--- src/rtl/core/ddsp_pkg.sv ---
// Shared types and constants of the differential drive step pulse generator.
// Used by the top level and by the iterative divider; depends on nothing.
package ddsp_pkg;

   localparam int DVD_W      = 33;
   localparam int DVS_W      = 18;
   localparam int DIV_CNT_W  = 6;
   localparam int CSR_IDX_W  = 3;
   localparam int CSR_DATA_W = 17;

   localparam int MUL_A_W    = 30;
   localparam int MUL_B_W    = 31;
   localparam int PROD_W     = MUL_A_W + MUL_B_W;
   localparam int REC_SHIFT  = 37;
   localparam int RATE_W     = PROD_W - REC_SHIFT;

   localparam logic [1:0] OP_TICK    = 2'd0;
   localparam logic [1:0] OP_MOTION  = 2'd1;
   localparam logic [1:0] OP_ENABLE  = 2'd2;
   localparam logic [1:0] OP_DISABLE = 2'd3;

   localparam logic [CSR_IDX_W-1:0] CSR_TRACK_WIDTH  = 3'd0;
   localparam logic [CSR_IDX_W-1:0] CSR_STEPS_PER_M  = 3'd1;
   localparam logic [CSR_IDX_W-1:0] CSR_MIN_RATE     = 3'd2;
   localparam logic [CSR_IDX_W-1:0] CSR_MAX_RATE     = 3'd3;
   localparam logic [CSR_IDX_W-1:0] CSR_ENABLE_LEVEL = 3'd4;

   // Rounded-up 2^37 / 125, exact floor division for dividends below 2^30.
   localparam logic [MUL_B_W-1:0] RECIP_125 = 31'd1099511628;

endpackage

--- src/rtl/core/ddsp_div.sv ---
// Restoring unsigned divider that resolves one quotient bit per cycle.
// Depends on ddsp_pkg for the dividend, divisor and counter widths.
module ddsp_div (
   input  logic                        clock,
   input  logic                        reset,
   input  logic                        start,
   input  logic [ddsp_pkg::DVD_W-1:0]  dividend,
   input  logic [ddsp_pkg::DVS_W-1:0]  divisor,
   output logic                        done,
   output logic [ddsp_pkg::DVD_W-1:0]  quotient
);
   import ddsp_pkg::*;

   logic                 busy_ff, busy_in;
   logic                 done_ff, done_in;
   logic [DIV_CNT_W-1:0] cnt_ff, cnt_in;
   logic [DVS_W-1:0]     rem_ff, rem_in;
   logic [DVS_W-1:0]     dvs_ff, dvs_in;
   logic [DVD_W-1:0]     quo_ff, quo_in;
   logic [DVS_W:0]       shifted;
   logic [DVS_W:0]       trial;

   assign shifted = {rem_ff, quo_ff[DVD_W-1]};
   assign trial   = shifted - {1'b0, dvs_ff};

   always_comb begin
      busy_in = busy_ff;
      done_in = 1'b0;
      cnt_in  = cnt_ff;
      rem_in  = rem_ff;
      dvs_in  = dvs_ff;
      quo_in  = quo_ff;
      if (start) begin
         busy_in = 1'b1;
         cnt_in  = DIV_CNT_W'(DVD_W - 1);
         rem_in  = '0;
         dvs_in  = divisor;
         quo_in  = dividend;
      end else if (busy_ff) begin
         if (!trial[DVS_W]) begin
            rem_in = trial[DVS_W-1:0];
            quo_in = {quo_ff[DVD_W-2:0], 1'b1};
         end else begin
            rem_in = shifted[DVS_W-1:0];
            quo_in = {quo_ff[DVD_W-2:0], 1'b0};
         end
         cnt_in = cnt_ff - 1'b1;
         if (cnt_ff == '0) begin
            busy_in = 1'b0;
            done_in = 1'b1;
         end
      end
   end

   always_ff @(posedge clock) begin
      if (reset) begin
         busy_ff <= 1'b0;
         done_ff <= 1'b0;
         cnt_ff  <= '0;
      end else begin
         busy_ff <= busy_in;
         done_ff <= done_in;
         cnt_ff  <= cnt_in;
      end
      rem_ff <= rem_in;
      dvs_ff <= dvs_in;
      quo_ff <= quo_in;
   end

   assign done     = done_ff;
   assign quotient = quo_ff;

endmodule

--- src/rtl/core/diff_drive_step_pulse_generator.sv ---
// Ticks, enable, disable and ignored motion requests give a response the cycle after
// acceptance, and one such request is taken per cycle while responses drain.
// A motion request on an enabled drive scales the turn rate, then per wheel forms the step rate
// and, if the wheel runs at a nonzero clamped rate, the half period on the bit-serial divider.
// Synchronous active-high reset: control and CSR registers to defaults, drive disabled, both wheels stopped.
// Top level; instantiates ddsp_div and depends on ddsp_pkg.
module diff_drive_step_pulse_generator #(
   parameter int PERIOD_WIDTH     = 19,
   parameter int TICKS_PER_SECOND = 1000000
) (
   input  logic                                 clock,
   input  logic                                 reset,
   input  logic                                 req_valid,
   output logic                                 req_ready,
   input  logic [1:0]                           req_opcode,
   input  logic signed [15:0]                   req_linear_velocity,
   input  logic signed [15:0]                   req_angular_velocity,
   output logic                                 rsp_valid,
   input  logic                                 rsp_ready,
   output logic                                 rsp_left_step,
   output logic                                 rsp_left_dir,
   output logic                                 rsp_right_step,
   output logic                                 rsp_right_dir,
   output logic                                 rsp_driver_enable_pin,
   output logic                                 rsp_is_enabled,
   input  logic                                 csr_we,
   input  logic [ddsp_pkg::CSR_IDX_W-1:0]       csr_index,
   input  logic [ddsp_pkg::CSR_DATA_W-1:0]      csr_wdata
);
   import ddsp_pkg::*;

   typedef enum logic [7:0] {
      S_IDLE   = 8'b00000001,
      S_MUL_D  = 8'b00000010,
      S_REC_D  = 8'b00000100,
      S_SET_D  = 8'b00001000,
      S_MUL_V  = 8'b00010000,
      S_REC_V  = 8'b00100000,
      S_RATE   = 8'b01000000,
      S_DIV_HP = 8'b10000000
   } seq_state_type;

   localparam logic [PERIOD_WIDTH-1:0] HP_MASK  = {PERIOD_WIDTH{1'b1}};
   localparam logic [PERIOD_WIDTH-1:0] HP_RESET = PERIOD_WIDTH'(1000);

   seq_state_type state_ff, state_in;
   logic          whl_ff, whl_in;
   logic          rsp_valid_ff, rsp_valid_in;
   logic          drive_on_ff, drive_on_in;
   logic [1:0]    tog_ff, tog_in;
   logic [1:0]    pin_ff, pin_in;
   logic [1:0]    dir_ff, dir_in;
   logic [1:0]    run_ff, run_in;
   logic [PERIOD_WIDTH-1:0] hp_ff [2];
   logic [PERIOD_WIDTH-1:0] hp_in [2];
   logic [PERIOD_WIDTH-1:0] cnt_ff [2];
   logic [PERIOD_WIDTH-1:0] cnt_in [2];

   logic signed [15:0] lin_ff, lin_in;
   logic signed [15:0] ang_ff, ang_in;
   logic [17:0]        d_ff, d_in;
   logic               vneg_ff, vneg_in;
   logic [PROD_W-1:0]  prod_ff, prod_in;

   logic [11:0] tw_ff, tw_in;
   logic [15:0] spm_ff, spm_in;
   logic [9:0]  minr_ff, minr_in;
   logic [16:0] maxr_ff, maxr_in;
   logic        eal_ff, eal_in;

   logic               req_fire;
   logic [16:0]        ang_ext, ang_mag;
   logic [18:0]        v_sum, v_neg_val;
   logic [16:0]        v_mag;
   logic [MUL_A_W-1:0] mul_a;
   logic [MUL_B_W-1:0] mul_b;
   logic [17:0]        d_mag;
   logic [RATE_W-1:0]  rate_q;
   logic               div_start, div_done;
   logic [DVD_W-1:0]   div_dividend, div_quo;
   logic [DVS_W-1:0]   div_divisor;
   logic               below_min;
   logic [16:0]        rate_clamped;
   logic [PERIOD_WIDTH-1:0] hp_sat;
   logic [PERIOD_WIDTH:0]   cnt_next [2];

   assign req_ready = (state_ff == S_IDLE) && (!rsp_valid_ff || rsp_ready);
   assign req_fire  = req_valid && req_ready;

   assign ang_ext   = {ang_ff[15], ang_ff};
   assign ang_mag   = ang_ff[15] ? (17'd0 - ang_ext) : ang_ext;
   assign v_sum     = whl_ff ? ({{3{lin_ff[15]}}, lin_ff} + {d_ff[17], d_ff})
                             : ({{3{lin_ff[15]}}, lin_ff} - {d_ff[17], d_ff});
   assign v_neg_val = 19'd0 - v_sum;
   assign v_mag     = v_sum[18] ? v_neg_val[16:0] : v_sum[16:0];

   // Division by 2000 is a shift by four and by 1000 a shift by three, each followed by
   // a reciprocal multiply by 1/125 on the same multiplier.
   always_comb begin
      mul_a = '0;
      mul_b = '0;
      case (state_ff)
         S_MUL_D: begin
            mul_a = {13'd0, ang_mag};
            mul_b = {19'd0, tw_ff};
         end
         S_REC_D: begin
            mul_a = prod_ff[4 +: MUL_A_W];
            mul_b = RECIP_125;
         end
         S_MUL_V: begin
            mul_a = {13'd0, v_mag};
            mul_b = {15'd0, spm_ff};
         end
         S_REC_V: begin
            mul_a = prod_ff[3 +: MUL_A_W];
            mul_b = RECIP_125;
         end
         default: begin
         end
      endcase
   end

   assign prod_in = PROD_W'(mul_a) * PROD_W'(mul_b);
   assign d_mag   = prod_ff[REC_SHIFT +: 18];
   assign rate_q  = prod_ff[PROD_W-1:REC_SHIFT];

   assign below_min    = rate_q < RATE_W'(minr_ff);
   assign rate_clamped = (rate_q > RATE_W'(maxr_ff)) ? maxr_ff : rate_q[16:0];
   assign hp_sat       = ((div_quo >> PERIOD_WIDTH) != '0) ? HP_MASK
                                                           : div_quo[PERIOD_WIDTH-1:0];

   assign div_dividend = DVD_W'(TICKS_PER_SECOND);
   assign div_divisor  = {rate_clamped, 1'b0};

   ddsp_div u_div (
      .clock    (clock),
      .reset    (reset),
      .start    (div_start),
      .dividend (div_dividend),
      .divisor  (div_divisor),
      .done     (div_done),
      .quotient (div_quo)
   );

   always_comb begin
      for (int i = 0; i < 2; i++) begin
         cnt_next[i] = {1'b0, cnt_ff[i]} + 1'b1;
      end
   end

   always_comb begin
      state_in     = state_ff;
      whl_in       = whl_ff;
      rsp_valid_in = rsp_valid_ff && !rsp_ready;
      drive_on_in  = drive_on_ff;
      tog_in       = tog_ff;
      pin_in       = pin_ff;
      dir_in       = dir_ff;
      run_in       = run_ff;
      hp_in        = hp_ff;
      cnt_in       = cnt_ff;
      lin_in       = lin_ff;
      ang_in       = ang_ff;
      d_in         = d_ff;
      vneg_in      = vneg_ff;
      div_start    = 1'b0;
      case (state_ff)
         S_IDLE: begin
            if (req_fire) begin
               case (req_opcode)
                  OP_TICK: begin
                     for (int i = 0; i < 2; i++) begin
                        if (run_ff[i]) begin
                           if (cnt_next[i] >= {1'b0, hp_ff[i]}) begin
                              tog_in[i] = !tog_ff[i];
                              pin_in[i] = !tog_ff[i];
                              cnt_in[i] = '0;
                           end else begin
                              cnt_in[i] = cnt_next[i][PERIOD_WIDTH-1:0];
                           end
                        end
                     end
                     rsp_valid_in = 1'b1;
                  end
                  OP_MOTION: begin
                     if (drive_on_ff) begin
                        lin_in   = req_linear_velocity;
                        ang_in   = req_angular_velocity;
                        state_in = S_MUL_D;
                     end else begin
                        rsp_valid_in = 1'b1;
                     end
                  end
                  OP_ENABLE: begin
                     drive_on_in  = 1'b1;
                     rsp_valid_in = 1'b1;
                  end
                  default: begin
                     drive_on_in  = 1'b0;
                     run_in       = '0;
                     pin_in       = '0;
                     tog_in       = '0;
                     rsp_valid_in = 1'b1;
                  end
               endcase
            end
         end
         S_MUL_D: begin
            whl_in   = 1'b0;
            state_in = S_REC_D;
         end
         S_REC_D: begin
            state_in = S_SET_D;
         end
         S_SET_D: begin
            d_in     = ang_ff[15] ? (18'd0 - d_mag) : d_mag;
            state_in = S_MUL_V;
         end
         S_MUL_V: begin
            vneg_in  = v_sum[18];
            state_in = S_REC_V;
         end
         S_REC_V: begin
            state_in = S_RATE;
         end
         S_RATE: begin
            if (below_min) begin
               run_in[whl_ff] = 1'b0;
               pin_in[whl_ff] = 1'b0;
            end else begin
               dir_in[whl_ff] = !vneg_ff;
               if (rate_clamped == '0) begin
                  hp_in[whl_ff]  = HP_MASK;
                  run_in[whl_ff] = 1'b1;
               end else begin
                  div_start = 1'b1;
                  state_in  = S_DIV_HP;
               end
            end
            if (below_min || rate_clamped == '0) begin
               if (!whl_ff) begin
                  whl_in   = 1'b1;
                  state_in = S_MUL_V;
               end else begin
                  state_in     = S_IDLE;
                  rsp_valid_in = 1'b1;
               end
            end
         end
         S_DIV_HP: begin
            if (div_done) begin
               hp_in[whl_ff]  = hp_sat;
               run_in[whl_ff] = 1'b1;
               if (!whl_ff) begin
                  whl_in   = 1'b1;
                  state_in = S_MUL_V;
               end else begin
                  state_in     = S_IDLE;
                  rsp_valid_in = 1'b1;
               end
            end
         end
         default: begin
            state_in = S_IDLE;
         end
      endcase
   end

   always_comb begin
      tw_in   = tw_ff;
      spm_in  = spm_ff;
      minr_in = minr_ff;
      maxr_in = maxr_ff;
      eal_in  = eal_ff;
      if (csr_we) begin
         case (csr_index)
            CSR_TRACK_WIDTH:  tw_in   = csr_wdata[11:0];
            CSR_STEPS_PER_M:  spm_in  = csr_wdata[15:0];
            CSR_MIN_RATE:     minr_in = csr_wdata[9:0];
            CSR_MAX_RATE:     maxr_in = csr_wdata[16:0];
            CSR_ENABLE_LEVEL: eal_in  = csr_wdata[0];
            default: begin
            end
         endcase
      end
   end

   always_ff @(posedge clock) begin
      if (reset) begin
         state_ff     <= S_IDLE;
         whl_ff       <= 1'b0;
         rsp_valid_ff <= 1'b0;
         drive_on_ff  <= 1'b0;
         tog_ff       <= '0;
         pin_ff       <= '0;
         dir_ff       <= '0;
         run_ff       <= '0;
         for (int i = 0; i < 2; i++) begin
            hp_ff[i]  <= HP_RESET;
            cnt_ff[i] <= '0;
         end
         tw_ff        <= 12'd300;
         spm_ff       <= 16'd8000;
         minr_ff      <= 10'd10;
         maxr_ff      <= 17'd20000;
         eal_ff       <= 1'b0;
      end else begin
         state_ff     <= state_in;
         whl_ff       <= whl_in;
         rsp_valid_ff <= rsp_valid_in;
         drive_on_ff  <= drive_on_in;
         tog_ff       <= tog_in;
         pin_ff       <= pin_in;
         dir_ff       <= dir_in;
         run_ff       <= run_in;
         hp_ff        <= hp_in;
         cnt_ff       <= cnt_in;
         tw_ff        <= tw_in;
         spm_ff       <= spm_in;
         minr_ff      <= minr_in;
         maxr_ff      <= maxr_in;
         eal_ff       <= eal_in;
      end
      lin_ff  <= lin_in;
      ang_ff  <= ang_in;
      d_ff    <= d_in;
      vneg_ff <= vneg_in;
      prod_ff <= prod_in;
   end

   assign rsp_valid             = rsp_valid_ff;
   assign rsp_left_step         = pin_ff[0];
   assign rsp_left_dir          = dir_ff[0];
   assign rsp_right_step        = pin_ff[1];
   assign rsp_right_dir         = dir_ff[1];
   assign rsp_driver_enable_pin = drive_on_ff ? eal_ff : !eal_ff;
   assign rsp_is_enabled        = drive_on_ff;

`ifndef NO_ASSERTIONS
   a_busy_not_ready: assert property (@(posedge clock) disable iff (reset)
      (state_ff != S_IDLE) |-> !req_ready)
      else $error("Request taken while a motion update is in progress.");

   a_no_overwrite: assert property (@(posedge clock) disable iff (reset)
      req_fire |-> (!rsp_valid_ff || rsp_ready))
      else $error("Request taken while an earlier response is still pending.");

   a_div_done_state: assert property (@(posedge clock) disable iff (reset)
      div_done |-> (state_ff == S_DIV_HP))
      else $error("Divider finished outside the division state.");

   a_disabled_stopped: assert property (@(posedge clock) disable iff (reset)
      !drive_on_ff |-> (run_ff == 2'b00))
      else $error("A wheel runs while the drive is disabled.");

   a_stopped_pin_low: assert property (@(posedge clock) disable iff (reset)
      ((pin_ff & ~run_ff) == 2'b00))
      else $error("Step pin high on a stopped wheel.");
`endif

endmodule

--- config.mk ---
export PLATFORM = sky130hd
export DESIGN_NAME = diff_drive_step_pulse_generator
export DESIGN_NICKNAME = d
export VERILOG_FILES = /design/src/rtl/core/ddsp_pkg.sv /design/src/rtl/core/ddsp_div.sv /design/src/rtl/core/diff_drive_step_pulse_generator.sv
export SDC_FILE = /design/constraint.sdc
export NUM_CORES = 2
export LEC_CHECK = 0
export CORE_ASPECT_RATIO = 0.8
export CORE_MARGIN = 2
export CORE_UTILIZATION = 40
export CTS_CLUSTER_DIAMETER = 60
export DETAILED_ROUTE_END_ITERATION = 8
export DONT_BUFFER_PORTS = 1
export PLACE_DENSITY = 0.63
export RECOVER_POWER = 100
export SYNTH_ARGS = -nofsm -noshare
export SYNTH_HDL_FRONTEND = slang
export SYNTH_SLANG_ARGS = --single-unit
--- constraint.sdc ---
create_clock -name clock -period 10.7 [get_ports clock]
set_input_delay 2.14 -clock clock [delete_from_list [all_inputs] [get_ports clock]]
set_output_delay 2.14 -clock clock [all_outputs]
set_load 0.02 [all_outputs]
# Yosys cells after proc, flatten, opt, wreduce, memory -nomap -nowiden
# Index checks and enable logic that the tools add are counted.
# op_classes
add_sub_neg	9
n_mul	1
order_cmp	8
eq_ne	35
n_mux	66
bitwise_logic	10
n_reduce_logical	47
# ops
cell	n
$pmux W30 S4	1
$mux W38	3
$mux W19	5
$pmux W31 S3	1
$pmux W38 S2	1
$pmux W8 S8	1
$mul A30 B31 Y61	1
$mux W8	7
$mux W17	3
$add A19 B1 Y20 const B	2
$ge A20 B19 Y1	2
$bwmux W38	1
$or A38 B38 Y38	1
$mux W18	2
$reduce_bool A33 Y1	1
$gt A24 B17 Y1	1
$lt A24 B10 Y1	1
$ne A2 B2 Y1 const B	12
$mux W1	22
$ne A3 B3 Y1 const B	7
$add A16 B18 Y19	1
$demux W19 S1	1
$sub A16 B18 Y19	1
$sub A19 B18 Y19	1
other kinds (52)	97
# word_totals
register_bits	339
out_inout_bits	8
wordCells	207

# Logic depth before layout (Yosys ltp)
# logic_depth
word_depth	9
ltp_mapped	49
mapped_depth_nobuf	44

# By module
# Synthesis repeated with hierarchy kept, for this count alone.
# hier_totals
hier_cells	4433
area_unflattened_um2	40376.2
# modules_own_cells
mod	instances	cells_each	area_per_inst_um2
diff_drive_step_pulse_generator	1	4058	36145.9
ddsp_div	1	375	4230.3

# Worst setup path after synthesis
# No wires, ideal clock.
# synth_timing
kind	register to register
startpoint	register whl_ff
endpoint	register prod_ff[59]
t_arrival_ns	11.306
path_slack_ns	-0.724
path_stages_with_launch	44
n_path_buf	6
synth_period_minus_slack_ns	11.424
path_cell_list	dfxtp_1 clkbuf_1 clkbuf_1 clkbuf_1 mux2_2 fa_1 a21o_1 a211o_1 a211oi_1 o211ai_1 a2111o_1 and3_1 buf_4 inv_4 buf_8 o21ai_1 xnor2_1 a221oi_1 [... 8 more ...] fa_1 inv_1 fa_1 inv_1 fa_1 fa_1 ha_1 nand4_1 or4_1 o22ai_1 o21a_1 a21oi_1 o31ai_1 o21ai_1 a21oi_1 a21o_1 a21oi_1 xnor2_1
# synth_lines
element	line_no	text
from (decl)	diff_drive_step_pulse_generator.sv:47	logic whl_ff, whl_in;
from (signal assigned)	diff_drive_step_pulse_generator.sv:310	whl_ff <= whl_in;
$mux W19	diff_drive_step_pulse_generator.sv:92	assign v_sum = whl_ff ? ({{3{lin_ff[15]}}, lin_ff} + {d_ff[17], d_ff})
named net v_sum[18]	diff_drive_step_pulse_generator.sv:73	logic [18:0] v_sum, v_neg_val;
$mux W17	diff_drive_step_pulse_generator.sv:95	assign v_mag = v_sum[18] ? v_neg_val[16:0] : v_sum[16:0];
$pmux W30 S4	diff_drive_step_pulse_generator.sv:102	case (state_ff)
$mul A30 B31 Y61	diff_drive_step_pulse_generator.sv:124	assign prod_in = PROD_W'(mul_a) * PROD_W'(mul_b);
named net prod_in[59]	diff_drive_step_pulse_generator.sv:63	logic [PROD_W-1:0] prod_ff, prod_in;
to (signal assigned)	diff_drive_step_pulse_generator.sv:329	prod_ff <= prod_in;
to (decl)	diff_drive_step_pulse_generator.sv:63	
# The timed path passes the listed nets, and every way through them passes these cells.
# A chain may end at the register's enable or synchronous reset.

# Worst setup path after layout
# layout_timing
startpoint	register d_ff[0]
endpoint	register prod_ff[54]
# layout_between
elab_chain_len	6
# layout_lines
element	line_no	text
from (decl)	diff_drive_step_pulse_generator.sv:61	logic [17:0] d_ff, d_in;
from (signal assigned)	diff_drive_step_pulse_generator.sv:327	d_ff <= d_in;
$sub A16 B18 Y19 / $add A16 B18 Y19 (equally long branches)	diff_drive_step_pulse_generator.sv:93, diff_drive_step_pulse_generator.sv:92	
$mux W19 *	diff_drive_step_pulse_generator.sv:92	
$sub A1 B17 Y17	diff_drive_step_pulse_generator.sv:94	assign v_neg_val = 19'd0 - v_sum;
$mux W17 *	diff_drive_step_pulse_generator.sv:95	
$pmux W30 S4 *	diff_drive_step_pulse_generator.sv:102	
$mul A30 B31 Y61 *	diff_drive_step_pulse_generator.sv:124	
named net prod_in[54]	diff_drive_step_pulse_generator.sv:63	
# The timed path passes the listed nets; every way through them passes the cells marked *.

==> results.md <==
- Layout cells sized above 1: 15.1%
- Global route overflow: 0
- Register area share after synthesis: 18.9%
- Yosys reg bits: 333
- Worst path top cell family by delay: adder cells
- Minimum clock period: 10730 ps
- Flop2flop setup slack: -30 ps
- Max Slew Vio Count: 148
- F_max: 93.2 MHz
- Power per Cell Area: 117 nW/um2
- Met2 GRT Util: 31.5%
- Critical path class: reg2reg
- Post-Synth Adder-Cell Area: 40.8%
- Final setup fails: 2
- Syn_area_per_cell: 9.17 um2
- Synth top area share: 26.5%
- GRT Resource Usage Total: 21.7%
- CP Capture Type: register
- Compound-Gate Fraction of Synth Area: 13.0%
- Post-route cell area: 45800 um2
- Synth warnings: 0
- Status: finished with violations
- Sequential share of power: 29.4%
- Root Driver: clkbuf_16
- Fin crit share: 100%
- Drt total wl: 109000 um
- Post-Syn Instances: 4248
- Top_reg_cell synth: dfxtp_1
- CP max stage cell: or4_4
- Combinational power share: 45.3%
- Sw power: 2.13 mW
- CTS tree: done
- Synth async-reset ratio: 0%
- Worst Hold Class: reg2reg
- Worst vdd ir: 0.148 mV
- P&R area growth vs syn: 17.6%
- Total power: 5.35 mW
- Crit path buf inv count: 10
- Inserted Clock Buffers: 39
- Initial Util: 40.3%
- Pin count of the biggest net entering global routing: 107
- WP data arrival: 11240 ps
- CP Data Required Time: 11210 ps
- Initial antenna violation count: 4
- Leakage power: 21.9 nW
- Cell Area, Synth: 38900 um2
- Synth Area in XOR/XNOR: 3.94%
- Antenna Nets Post-Route: 0
- M3 GR Usage: 5.92%
- IO Pins: 67
- Vias per inst: 5.17
- Worst-Skew Late Latency: 590 ps
- Die ar.: 99900 um2
- CTS Sinks: 333
- Number of synthesized flops with an enable pin: 68
- CP peak stage delay: 550 ps
- Top cells by area, synth: fa_1, ha_1, dfxtp_1, inv_1, edfxtp_1
- H-tree Lvls: 2
- Failing checks: max-capacitance violations, max-slew violations, negative setup slack
- Synth area leader: fa_1
- Most frequent CP cell: fa_1
- Layout net count: 5600
- Die extent in y: 283 um
- Simple logic cell fraction of the synthesized area: 12.9%
- DIE WIDTH: 353 um
- GPL Wtd Cong: 0.943
- Clock network power share: 25.3%
- WL/cell: 18.4 um
- Switching share of power: 39.7%
- RSZ-0062 raised after global routing: true
- Clock transition at the registers of the reported paths: 70 ps
- DRC violations left: 0
- Core Area: 96600 um2
- Startpoint Class: register
- Largest family of logic cells by synthesized area: adder cells
- Vias: 30600
- Starting DRC count in detailed routing: 2136
- Post-CTS Hold Fix Bufs: 0
- Vias in the first global route: 30700
- Fin Clk Skew: 33.1 ps
- # rows: 102
- Worst rel slew slack: -141%
- Mux cell area share after synthesis: 1.24%
- First-pass GRT wire length: 172000 um
- First drt pass iteration count: 5
- Final hold vios: 0
- Fin worst setup slack: -30.9 ps
- Final HPWL DP: 87400 um
- Buffers on Ports: 0
- Post-placement cell area: 42900 um2
- Met1 track demand over resource: 31.7%
- Setup WS pre-CTS: -639 ps
- Max Buffers Root-to-Sink: 3
- Max Cap Violations: 3
- GR peak layer: met1
- Worst Path Max Fanout: 4
- Slew of the pin with the lowest slew margin: 3610 ps
- Synth unique cells: 93
- Pint: 3.23 mW
[state kept, by name (all words and copies together) (netlist names), 17 cells and up]
signal          count
prod_ff            55
u_div.quotient     33
d_ff               18
u_div.dvs_ff       17
u_div.rem_ff       18
maxr_ff            17
cnt_ff             38
hp_ff              38
[cell usage after synthesis, types with 15 or more instances]
cell type and n:
a31oi_1 16, a22oi_1 100, a22o_1 34, a32o_1 26
or2_2 19, o211ai_1 21, dfxtp_1 265, buf_1 18
xnor2_1 107, inv_1 763, nor2_1 193, fa_1 516
o21a_1 19, o21ai_0 78, xor2_1 68, a21o_1 70
mux2i_1 46, or3_1 17, edfxtp_1 68, nor2b_1 38
nand2b_1 48, a211oi_1 27, nand3_1 72, and3_1 26
nand2_1 432, nor4_1 19, a21oi_1 191, ha_1 443
and2_1 46, nand4_1 21, o21ai_1 20, nor3_1 46
clkbuf_1 146, a211o_1 15
[worst paths after layout]
kind | from | endpoint | cells past startpoint
worst max register to register | d_ff[0] | prod_ff[54] | 44
worst min register to register | cnt_ff[8] | cnt_ff[8] | 2
worst min-delay path | cnt_ff[8] | cnt_ff[8] | 2
worst max-delay path | d_ff[0] | prod_ff[54] | 44
[area by class of cell]
cell class | count | area [um2]
Timing Repair Buffer | 367 | 2940
Inverter | 765 | 2880
Sequential cell | 333 | 7350
Fill cell | 9158 | 50800
Clock inverter | 27 | 295
Antenna cell | 3 | 7.51
Tap cell | 1300 | 1630
Clock buffer | 44 | 995
Multi-Input combinational cell | 3076 | 29700
[worst register-to-register path: cells and delay by family (launching register included)]
kind / cells / cell delay [ps]
buffers and inverters: 10 / 1110
flip-flops: 1 / 420
AND/OR/NAND/NOR: 3 / 640
multiplexers: 1 / 290
XOR/XNOR: 3 / 480
AO/OA/AOI/OAI: 16 / 3320
adder cells (fa/ha/maj): 11 / 4420
[layout by cell type (no fill, tap or decap), types with 40 or more instances in the layout]
master / instances
edfxtp_1: 68
buf_4: 322
xor2_1: 63
mux2i_1: 46
inv_1: 745
fa_1: 484
a22oi_1: 99
nand2b_1: 48
o21ai_0: 75
clkbuf_16: 40
nor2_1: 186
nor3_1: 40
conb_1: 104
and2_1: 42
dfxtp_1: 263
nand3_1: 71
a21oi_1: 159
a21o_1: 69
ha_1: 408
nand2_1: 418
xnor2_1: 100
[stage by stage]
stage,TNS [ps],hold slack (ps),utilization [%],std cells
after global placement,-4370,436,44.4,5793
after global routing,-5890,480,47.4,5914
after floorplan,0,427,-,4350
after CTS,-13.7,451,46.4,5883
after detailed placement,-6280,441,44.4,5793
final,-32.6,452,47.4,5915
[per-layer routing]
layer,wire length (um),vias up
li1,-,14500
met1,51400,15000
met2,45400,871
met3,9220,160
met4,2790,2
met5,13,-
[power by group through the flow]
stage,Sequential [mW],Combinational (mW),Clock (mW)
after floorplan,1.43,1.41,0
after global placement,1.59,2.12,0
after detailed placement,1.59,2.13,0
after CTS,1.56,2.29,1.39
after global routing,1.58,2.69,1.43
final,1.57,2.42,1.36
[repair_timing]
| action | 4_1_cts | 5_1_grt |
|---|---|---|
| gates resized for setup | 99 | 172 |
| endpoints found under the setup margin | 26 | 34 |
| cloned | 1 | 1 |
| hold endpoints to repair | 0 | 0 |
| buffers inserted | 18 | 32 |
| pin swaps | 100 | 157 |
[cells by family (layout without fill, tap and decap cells)]
group,after synthesis,in the layout
AND/OR/NAND/NOR,1057,1057
other,2,107
flip-flops,333,333
multiplexers,48,48
XOR/XNOR,175,175
adder cells (fa/ha/maj),959,959
AO/OA/AOI/OAI,733,733
buffers and inverters,941,1203
No activity file was read; power rests on OpenSTA's default activity.
